**src/pcp_pkg.sv**
```systemverilog
`timescale 1ns / 1ps

package pcp_pkg;

    localparam int CAPACITY     = 16;
    localparam int PAYLOAD_BITS = 32;
    localparam int IDX_W        = (CAPACITY > 1) ? $clog2(CAPACITY) : 1;

    localparam int ID_W   = 32;
    localparam int PRIO_W = 31;
    localparam int DATA_W = 32;

    localparam logic [PRIO_W-1:0] PRIO_MAX = {PRIO_W{1'b1}};
    localparam logic [ID_W-1:0]   ID_LAST  = {ID_W{1'b1}};

    typedef enum logic [2:0] {
        CMD_ADD      = 3'd0,
        CMD_IS_VALID = 3'd1,
        CMD_GET      = 3'd2,
        CMD_PROMOTE  = 3'd3,
        CMD_GET_MAX  = 3'd4,
        CMD_POP_MAX  = 3'd5
    } cmd_t;

    typedef enum logic [1:0] {
        ST_OK        = 2'd0,
        ST_NOT_FOUND = 2'd1,
        ST_EMPTY     = 2'd2,
        ST_FULL      = 2'd3
    } status_t;

    typedef enum logic [1:0] {
        S_IDLE,
        S_SCAN,
        S_FINISH
    } state_t;

    // write request into the slot table
    typedef struct packed {
        logic                    add_en;   // write a whole new entry, mark used
        logic                    prio_en;  // overwrite priority only
        logic                    clr_en;   // free the slot
        logic [IDX_W-1:0]        addr;
        logic [ID_W-1:0]         id;
        logic [PRIO_W-1:0]       prio;
        logic [PAYLOAD_BITS-1:0] payload;
    } wr_t;

    typedef struct packed {
        logic                    used;
        logic [ID_W-1:0]         id;
        logic [PRIO_W-1:0]       prio;
        logic [PAYLOAD_BITS-1:0] payload;
    } rd_t;

endpackage

```
**src/pcp_table.sv**
```systemverilog
`timescale 1ns / 1ps

module pcp_table (
    input  logic                       aclk,
    input  logic                       aresetn,
    input  logic [pcp_pkg::IDX_W-1:0]  rd_addr,
    output pcp_pkg::rd_t               rd,
    input  pcp_pkg::wr_t               wr
);
    import pcp_pkg::*;

    logic [CAPACITY-1:0]     used_reg;
    logic [ID_W-1:0]         id_mem   [CAPACITY];
    logic [PRIO_W-1:0]       prio_mem [CAPACITY];
    logic [PAYLOAD_BITS-1:0] pay_mem  [CAPACITY];

    always_ff @(posedge aclk) begin
        if (!aresetn) begin
            used_reg <= '0;
        end else if (wr.add_en) begin
            used_reg[wr.addr] <= 1'b1;
        end else if (wr.clr_en) begin
            used_reg[wr.addr] <= 1'b0;
        end
    end

    always_ff @(posedge aclk) begin
        if (wr.add_en) begin
            id_mem[wr.addr]  <= wr.id;
            pay_mem[wr.addr] <= wr.payload;
        end
        if (wr.add_en || wr.prio_en) begin
            prio_mem[wr.addr] <= wr.prio;
        end
    end

    assign rd.used    = used_reg[rd_addr];
    assign rd.id      = id_mem[rd_addr];
    assign rd.prio    = prio_mem[rd_addr];
    assign rd.payload = pay_mem[rd_addr];

endmodule

```
**src/priority_collection_with_promote.sv**
```systemverilog
`timescale 1ns / 1ps
// A request walks the slot table one slot per cycle through a single compare unit
// (id match, free slot, or {priority,id} max), then passes through a finish state.
// Add/lookup/promote stop at the first hit; max/pop always scan all CAPACITY slots.
// Unused codes skip the scan and go straight to the finish state.
// One request in flight; the next is taken once the previous result is registered.
// Reset (aresetn low, synchronous) frees all slots and clears the id counter.

module priority_collection_with_promote (
    input  logic          aclk,
    input  logic          aresetn,
    input  logic          s_tvalid,
    output logic          s_tready,
    input  logic [71:0]   s_tdata,   // command[2:0], entry_id[34:3], payload_in[66:35]
    output logic          m_tvalid,
    input  logic          m_tready,
    output logic [103:0]  m_tdata    // status[1:0], found[2], id_out[34:3],
                                     // payload_out[66:35], priority_out[97:67]
);
    import pcp_pkg::*;

    state_t state_reg, state_next;

    logic [2:0]              cmd_reg, cmd_next;
    logic [ID_W-1:0]         qid_reg, qid_next;
    logic [PAYLOAD_BITS-1:0] pay_reg, pay_next;
    logic [IDX_W-1:0]        idx_reg, idx_next;
    logic [IDX_W-1:0]        sel_reg, sel_next;
    logic                    hit_reg, hit_next;
    logic [PRIO_W+ID_W-1:0]  best_reg, best_next;
    logic [ID_W-1:0]         ctr_reg, ctr_next;
    logic                    m_tvalid_reg, m_tvalid_next;
    logic [103:0]            m_tdata_reg, m_tdata_next;

    logic [IDX_W-1:0]        rd_addr;
    rd_t                     rd;
    wr_t                     wr;

    // shared compare unit
    logic                    id_eq;
    logic                    key_gt;
    logic                    scan_hit;
    logic                    scan_last;
    logic                    out_free;

    logic [1:0]              r_status;
    logic                    r_found;
    logic [ID_W-1:0]         r_id;
    logic [DATA_W-1:0]       r_payload;
    logic [PRIO_W-1:0]       r_prio;
    logic [PRIO_W-1:0]       prio_inc;
    logic [63:0]             pay_wide;
    logic [63:0]             in_pay_wide;

    pcp_table u_table (
        .aclk    (aclk),
        .aresetn (aresetn),
        .rd_addr (rd_addr),
        .rd      (rd),
        .wr      (wr)
    );

    assign rd_addr   = (state_reg == S_SCAN) ? idx_reg : sel_reg;
    assign id_eq     = (rd.id == qid_reg);
    assign key_gt    = ({rd.prio, rd.id} > best_reg);
    assign scan_last = (idx_reg == IDX_W'(CAPACITY - 1));
    assign out_free  = !m_tvalid_reg || m_tready;

    always_comb begin
        case (cmd_t'(cmd_reg))
            CMD_ADD:                  scan_hit = !rd.used;
            CMD_IS_VALID, CMD_GET,
            CMD_PROMOTE:              scan_hit = rd.used && id_eq;
            default:                  scan_hit = 1'b0;
        endcase
    end

    assign s_tready = (state_reg == S_IDLE);
    assign m_tvalid = m_tvalid_reg;
    assign m_tdata  = m_tdata_reg;

    // next state
    always_comb begin
        state_next = state_reg;
        case (state_reg)
            S_IDLE: begin
                if (s_tvalid) begin
                    if (s_tdata[2:0] <= 3'(CMD_POP_MAX)) begin
                        state_next = S_SCAN;
                    end else begin
                        state_next = S_FINISH;
                    end
                end
            end
            S_SCAN: begin
                if (scan_hit || scan_last) begin
                    state_next = S_FINISH;
                end
            end
            S_FINISH: begin
                if (out_free) begin
                    state_next = S_IDLE;
                end
            end
            default: state_next = S_IDLE;
        endcase
    end

    assign prio_inc    = (rd.prio == PRIO_MAX) ? rd.prio : rd.prio + PRIO_W'(1);
    assign pay_wide    = 64'(rd.payload);
    assign in_pay_wide = 64'(s_tdata[66:35]);

    // result fields for the finish cycle
    always_comb begin
        r_status  = ST_OK;
        r_found   = 1'b0;
        r_id      = '0;
        r_payload = '0;
        r_prio    = '0;
        case (cmd_t'(cmd_reg))
            CMD_ADD: begin
                if (!hit_reg || ctr_reg == ID_LAST) begin
                    r_status = ST_FULL;
                end else begin
                    r_found = 1'b1;
                    r_id    = ctr_reg + ID_W'(1);
                end
            end
            CMD_IS_VALID: begin
                r_found = hit_reg;
                r_id    = qid_reg;
            end
            CMD_GET, CMD_PROMOTE: begin
                r_id = qid_reg;
                if (!hit_reg) begin
                    r_status = ST_NOT_FOUND;
                end else begin
                    r_found   = 1'b1;
                    r_payload = pay_wide[DATA_W-1:0];
                    r_prio    = (cmd_t'(cmd_reg) == CMD_PROMOTE) ? prio_inc : rd.prio;
                end
            end
            CMD_GET_MAX, CMD_POP_MAX: begin
                if (!hit_reg) begin
                    r_status = ST_EMPTY;
                end else begin
                    r_found   = 1'b1;
                    r_id      = rd.id;
                    r_payload = pay_wide[DATA_W-1:0];
                    r_prio    = rd.prio;
                end
            end
            default: ;
        endcase
    end

    // datapath and outputs
    always_comb begin
        cmd_next      = cmd_reg;
        qid_next      = qid_reg;
        pay_next      = pay_reg;
        idx_next      = idx_reg;
        sel_next      = sel_reg;
        hit_next      = hit_reg;
        best_next     = best_reg;
        ctr_next      = ctr_reg;
        m_tvalid_next = m_tvalid_reg;
        m_tdata_next  = m_tdata_reg;

        wr         = '0;
        wr.addr    = sel_reg;
        wr.id      = ctr_reg + ID_W'(1);
        wr.prio    = '0;
        wr.payload = pay_reg;

        if (m_tready) begin
            m_tvalid_next = 1'b0;
        end

        case (state_reg)
            S_IDLE: begin
                if (s_tvalid) begin
                    cmd_next  = s_tdata[2:0];
                    qid_next  = s_tdata[34:3];
                    pay_next  = in_pay_wide[PAYLOAD_BITS-1:0];
                    idx_next  = '0;
                    hit_next  = 1'b0;
                    best_next = '0;
                end
            end
            S_SCAN: begin
                idx_next = idx_reg + IDX_W'(1);
                if (cmd_t'(cmd_reg) == CMD_GET_MAX || cmd_t'(cmd_reg) == CMD_POP_MAX) begin
                    if (rd.used && (!hit_reg || key_gt)) begin
                        hit_next  = 1'b1;
                        sel_next  = idx_reg;
                        best_next = {rd.prio, rd.id};
                    end
                end else if (scan_hit) begin
                    hit_next = 1'b1;
                    sel_next = idx_reg;
                end
            end
            S_FINISH: begin
                if (out_free) begin
                    m_tvalid_next = 1'b1;
                    m_tdata_next  = {6'b0, r_prio, r_payload, r_id, r_found, r_status};
                    case (cmd_t'(cmd_reg))
                        CMD_ADD: begin
                            if (hit_reg && ctr_reg != ID_LAST) begin
                                wr.add_en = 1'b1;
                                ctr_next  = ctr_reg + ID_W'(1);
                            end
                        end
                        CMD_PROMOTE: begin
                            wr.prio_en = hit_reg;
                            wr.prio    = prio_inc;
                        end
                        CMD_POP_MAX: begin
                            wr.clr_en = hit_reg;
                        end
                        default: ;
                    endcase
                end
            end
            default: ;
        endcase
    end

    always_ff @(posedge aclk) begin
        if (!aresetn) begin
            state_reg    <= S_IDLE;
            ctr_reg      <= '0;
            m_tvalid_reg <= 1'b0;
            hit_reg      <= 1'b0;
            idx_reg      <= '0;
        end else begin
            state_reg    <= state_next;
            ctr_reg      <= ctr_next;
            m_tvalid_reg <= m_tvalid_next;
            hit_reg      <= hit_next;
            idx_reg      <= idx_next;
        end
    end

    always_ff @(posedge aclk) begin
        cmd_reg     <= cmd_next;
        qid_reg     <= qid_next;
        pay_reg     <= pay_next;
        sel_reg     <= sel_next;
        best_reg    <= best_next;
        m_tdata_reg <= m_tdata_next;
    end

endmodule

```
**config.mk**
```make
export PLATFORM = sky130hd
export DESIGN_NAME = priority_collection_with_promote
export DESIGN_NICKNAME = d
export VERILOG_FILES = /design/src/pcp_pkg.sv /design/src/pcp_table.sv /design/src/priority_collection_with_promote.sv
export SDC_FILE = /design/constraint.sdc
export NUM_CORES = 2
export LEC_CHECK = 0
export ABC_AREA = 1
export BUFFER_PORTS_ARGS = -buffer_cell sky130_fd_sc_hd__clkbuf_2
export CAP_MARGIN = 30
export CORE_ASPECT_RATIO = 0.9
export CORE_MARGIN = 2
export CORE_UTILIZATION = 37
export DETAILED_ROUTE_END_ITERATION = 16
export GPL_TIMING_DRIVEN = 0
export HOLD_SLACK_MARGIN = 0.08
export PLACE_DENSITY_LB_ADDON = 0.1
export REMOVE_ABC_BUFFERS = 1
export SYNTH_ARGS = -nofsm -noshare
export SYNTH_HDL_FRONTEND = slang
export SYNTH_SLANG_ARGS = --single-unit
export TNS_END_PERCENT = 100
```
**constraint.sdc**
```tcl
create_clock -name aclk -period 14.2 [get_ports aclk]
set_input_delay 4.26 -clock aclk [delete_from_list [all_inputs] [get_ports aclk]]
set_output_delay 4.26 -clock aclk [all_outputs]
set_load 0.03 [all_outputs]
```
# Yosys cells after proc, flatten, opt, wreduce, memory -nomap -nowiden
# Memories as Yosys holds them, arrays and structs flattened. A register that Yosys moved wholly into a read port is not among the register bits.
# Cells that the tools add are included.
# totals
out_inout_bits	106
reg_bits	256
mem_count	3
input_bits	76
mem_bits_ro	0
latch_bits	0
ramBits	1520
wordCells	136
# mem_list
memory	depth	width	read_ports	rd_ports_with_merged_regs	wr	line_no	source
u_table.id_mem	16	32	1	0	1	pcp_table.sv:13	logic [ID_W-1:0] id_mem [CAPACITY];
u_table.pay_mem	16	32	1	1	1	pcp_table.sv:15	logic [PAYLOAD_BITS-1:0] pay_mem [CAPACITY];
u_table.prio_mem	16	31	1	0	1	pcp_table.sv:14	logic [PRIO_W-1:0] prio_mem [CAPACITY];
# classes
n_mux	58
addsub	3
n_lt_le_gt_ge	5
n_mul	0
shift	0
div_mod_pow	0
n_reduce_logical	32
n_bitwise	3
n_eq_ne	20
# op_table
cell	count
31-bit two-way mux	7
63-bit two-way mux	3
63-bit one-hot mux with 2 select lines	1
32-bit one-hot mux with 3 select lines	1
32-bit two-way mux	2
63-bit > comparator	1
31-bit one-hot mux with 2 select lines	1
32-bit by 1-bit adder with 32-bit output (second input constant)	1
32-bit equality test	1
32-bit equality test (second input constant)	1
16-bit two-way mux	2
32-bit != test (second input constant)	1
31-bit by 1-bit adder with 31-bit output (second input constant)	1
31-bit equality test (second input constant)	1
1-bit two-way mux	20
4-bit two-way mux	5
16-bit AND	1
16-bit inverter	1
16-bit bitwise OR	1
2-bit two-way mux	6
2-bit one-hot mux with 3 select lines	2
4-bit AND reduction	3
4-bit by 5-bit < comparator with 1-bit output (second input constant)	2
2-bit by 1-bit != test with 1-bit output (second input constant)	4
28 further kinds	52

# Logic depth before layout (Yosys ltp)
# depth
word_depth	9
depth_mapped	32
ltp_nobuf	28

# Modules after synthesis
# Synthesis repeated with hierarchy kept, for this count alone.
# unflattened
hier_cells	7967
hier_area_um2	80683.6
# by_module_without_submodules
mod	cells_each	n_inst	seq_area_each_um2	area_each_um2
pcp_table	6299	1	45964.1	65853.2
priority_collection_with_promote	1668	1	7767.4	14830.5

# Worst setup path before layout
# No wires, ideal clock.
# synth_path
kind	input-to-reg
startpoint	in m_tready
endpoint	mem u_table.prio_mem[0][0] (enable)
setup_ns	0.419
stages	9
path_buffers	1
slack_ns	2.394
required_ns	13.781
t_arrival_ns	11.387
cell_sequence	nor2_1 > nor2_1 > inv_1 > nor2_1 > clkinv_1 > o21ai_1 > inv_2 > buf_2 > nor2_1
# synth_via
elab_chain_cells	6
# synth_rtl
item	line_no	source
from (decl)	priority_collection_with_promote.sv:16	input logic m_tready,
1-bit logical OR	priority_collection_with_promote.sv:67	assign out_free = !m_tvalid_reg || m_tready;
3-bit two-way mux	priority_collection_with_promote.sv:205	if (out_free) begin
3-bit two-way mux	priority_collection_with_promote.sv:180	case (state_reg)
1-bit logical OR	pcp_table.sv:32	if (wr.add_en || wr.prio_en) begin
1-bit two-way mux	pcp_table.sv:32	
1-bit two-way mux (not written as such)	pcp_table.sv:33	prio_mem[wr.addr] <= wr.prio;
to (decl)	pcp_table.sv:14	
# Every way passes these cells.

==> metrics list <==
- Detailed Route Iter0 Violations: 4482
* Overall power consumption: 0.0153 W
- For this run, the post-layout net count is 6674.
- The die covers approximately 0.21 mm^2.
* GRT Total Usage: a little over a fifth
- Count of hold-fix buffers inserted at cts: 0
- After detailed routing, the average wire length per cell comes to between 20 and 25 um.
- Registers with the most flip-flops: u_table.id_mem (512), u_table.pay_mem (512), u_table.prio_mem (496)
* Area share of and/or/nand/nor cells after synthesis: approximately 17%
- After synthesis, the largest family of logic cells by area is simple AND/OR/NAND/NOR gates.
- The core region is about 0.20 mm^2.
- Sequential cell area in the final layout: 0.0537 mm^2
- Worst Path Arrival: 8.96 ns
* Buffers inserted by post-CTS timing repair: 0
- F_max: around 120 MHz
- The synthesized design contains 1752 enable-type register cells.
- The area growth from synthesis to layout is 15.4%.
- Fraction of final layout cells with drive strength greater than 1: 10.0%
* Sequential group share of total power: 40.1%
- The number of placed instances, taps included, is 9032.
* IO buf count: 170
- Final hold violation count: 0
- Commonest non-fill, non-tap cell in the layout: edfxtp_1
* Reported leakage power: between 30 and 40 nW
* Synth top area cells: edfxtp_1 (70%), nand3_1 (7.2%), nand2_1 (6.7%)
- The longest clock path from root to sink contains 3 buffers.
- Power spread over the standard cell area amounts to 176 mW/mm^2.
- IO Pins: between 150 and 200
* Clock tree from TritonCTS: built
- The biggest area contributor in the post-synthesis netlist is edfxtp_1.
- The slowest stage of the critical path is the nand2_8 cell.
- Detailed-routing iteration count for the pre-antenna-repair pass: 5
* Share of flip-flops with an asynchronous set or reset: 0%
- The synthesized netlist devotes under 10% of its cell area to adder and majority cells.
- The routed layout has 49500 vias.
- The clock net in this run drives a total of 1808 sinks.
- Post-synthesis cell count: about 6400
- The path class of the tightest hold or removal check is register to register.
- Clk pin slew, worst setup/hold paths: ~0.060 ns
* Switching share of power: approximately 34%
- For the worst setup path, the data required time is 14.74 ns.
- Dominant register cell in the synthesized netlist: edfxtp_1
- Final worst path period need: 8.42 ns
- Number of global-route vias before repair: ~47000
- Routability Congestion: approximately 0.83
* Pin count of the biggest net entering global routing: 144
* Post-synthesis mux area share: 0%
- Register bit count reported by yosys: ~1800
* Final HPWL DP: 131000 um
- Between clock sinks in the finished design, the worst skew comes to 0.0664 ns.
- Num rows: 157
* Non-filler cells in the finished layout: 9392
- Floorplan die width: 480 um
* Number of distinct library cells after synthesis: 50
- On the worst path, the slowest cell contributes a delay of 0.68 ns.
- Overflow left after global routing: 0
* Wire length of the first global-routing pass: 333000 um
- Die height: between 400 and 500 um
* Final period util: 59.3%
- DRC: 0
- Slew HR: 31.0%
* Proportion of power drawn by the clock network: 31.9%
* CTS Root Buffer Type: clkbuf_16
- Wires add up to between 200000 and 250000 um.
* Mean number of vias per cell: 5.27
* TritonCTS Buffers: 193
- Setup violations remaining at the end of the flow were counted as 0.
- Maximum level of the CTS H-tree: 4
- Setup TNS: 0 ns
- The worst setup path is captured at a register.
- Sw Pwr: 0.00528 W
- Util after Layout: 42.9%
- Setup repair after global routing left no endpoint under its margin.
- Count of pins over their slew limit: 0
- Transition time at the pin with the least slew margin: between 1 and 1.5 ns
- Ant diodes: 0
* Maximum fanout count along the critical path: roughly 140
* Multi-input gate area: 0.0190 mm^2
- The initial antenna violation count came to 4.
* Category of the critical setup timing path: register to register
- Summed over its instances, the top area cell type makes up 69.7% of the synthesized netlist area.
- The most numerous cell type found on the critical path is nand2_1.
- In this run the remaining antenna-violating nets after routing total 0.
- The library cells used most frequently in the layout, excluding fill and tap cells, are edfxtp_1 (1752), nand2_1 (1355), nand3_1 (1082).
- Average cell area after synthesis: 11.8 um^2
* Cell Area, Synth: roughly 0.075 mm^2
* Run status: finished, final reports clean
- Post-CTS repair changed the size of 0 cells.
- The worst setup path is launched from a register.
* Xor-xnor portion of the synthesized cell area: less than 1%
- The internal power of the cells totals roughly 0.01 W.
* Max-Cap Viols: 0
* Worst supply voltage drop on vdd: 0.128 mV
- After synthesis, flip-flops and latches occupy 71.2% of the total area.
- Summing the areas of all compound-gate instances in the mapped netlist gives 6.01% of the synthesized area.
- Initial Util: 37.2%
* Filler cell count in the final layout: 19000
* Clock insertion delay at the later pin of the skew report: 0.86 ns
- Relative contribution of combinational cells to total power: 28.0%
* Syn. warnings: 0
==> synth_stat cells (all sizes together) (2+ instances only) <==
cell type and instances:
a211oi 6, a21oi 174, a31oi 5, and3 2, buf 220, clkbuf 174
clkinv 3, dfxtp 56, edfxtp 1752, ha 70, inv 317, nand2 1361
nand3 1086, nand3b 5, nand4 17, nor2 502, nor3 9, nor4 5
o2111ai 2, o211ai 107, o21ai 349, o221ai 64, o22ai 66, xnor2 6
xor2 43
==> power by group through the flow <==
stage               clock (W)  sequential [W]  combinational, W
floorplan                   0         0.00627           0.00289
global route          0.00520         0.00616           0.00477
global placement            0         0.00630           0.00472
detailed placement          0         0.00626           0.00431
finish                0.00489         0.00614           0.00429
CTS                   0.00499         0.00614           0.00433
==> final timing paths <==
check,start,to,slack [ns],cells after the start
worst min-delay path,register,register,0.47,2
worst max register to register,state_reg[1],best_reg[10],5.78,32
worst max-delay path,state_reg[1],best_reg[10],5.78,32
worst min register to register,register,register,0.47,2
==> through the flow <==
stage	cell area (um^2)	hold WS (ns)	setup WS [ns]
floorplan	73600	0.449	-8.60
global placement	77800	0.457	-52.69
detailed placement	81000	0.464	5.87
CTS	87100	0.473	5.85
global route	87100	0.491	5.28
finish	87100	0.474	5.78
==> final cells by class <==
| cell class | instances | share of cell area (%) |
|---|---|---|
| clock buffers | 247 | 5.86 |
| clock inverters | 109 | 1.08 |
| inverters | 320 | 1.50 |
| multi-input cells | 3892 | 21.8 |
| flip-flops and latches | 1808 | 61.7 |
| well taps | 2703 | 3.88 |
| repair buffers | 313 | 4.22 |
==> layer usage <==
| layer | global-route usage (%) | wire [um] | part of all wire (%) | vias to the layer above |
|---|---|---|---|---|
| met4 | 5.40 | 4860 | 2.1 | 2 |
| met5 | 0 | 13 | 0.0057 | - |
| met3 | 2.73 | 10600 | 4.6 | 301 |
| li1 | - | - | - | 23100 |
| met1 | 30.5 | 103000 | 45 | 24700 |
| met2 | 35.9 | 111000 | 48 | 1296 |
==> cells by family (layout without fill, tap and decap cells) <==
group,count (synthesis),in the layout
adder cells (fa/ha/maj),70,70
buffers and inverters,714,989
other,1,6
AND/OR/NAND/NOR,2989,2989
XOR/XNOR,49,49
flip-flops,1808,1808
AO/OA/AOI/OAI,778,778
==> critical path, delay by kind of cell (launching register included) <==
kind                     cells  cell delay [ns]
AO/OA/AOI/OAI                2             0.35
adder cells (fa/ha/maj)      1             0.27
buffers and inverters       11             2.71
flip-flops                   1             0.36
AND/OR/NAND/NOR             18             3.63
(Power assumes the default switching activity.)
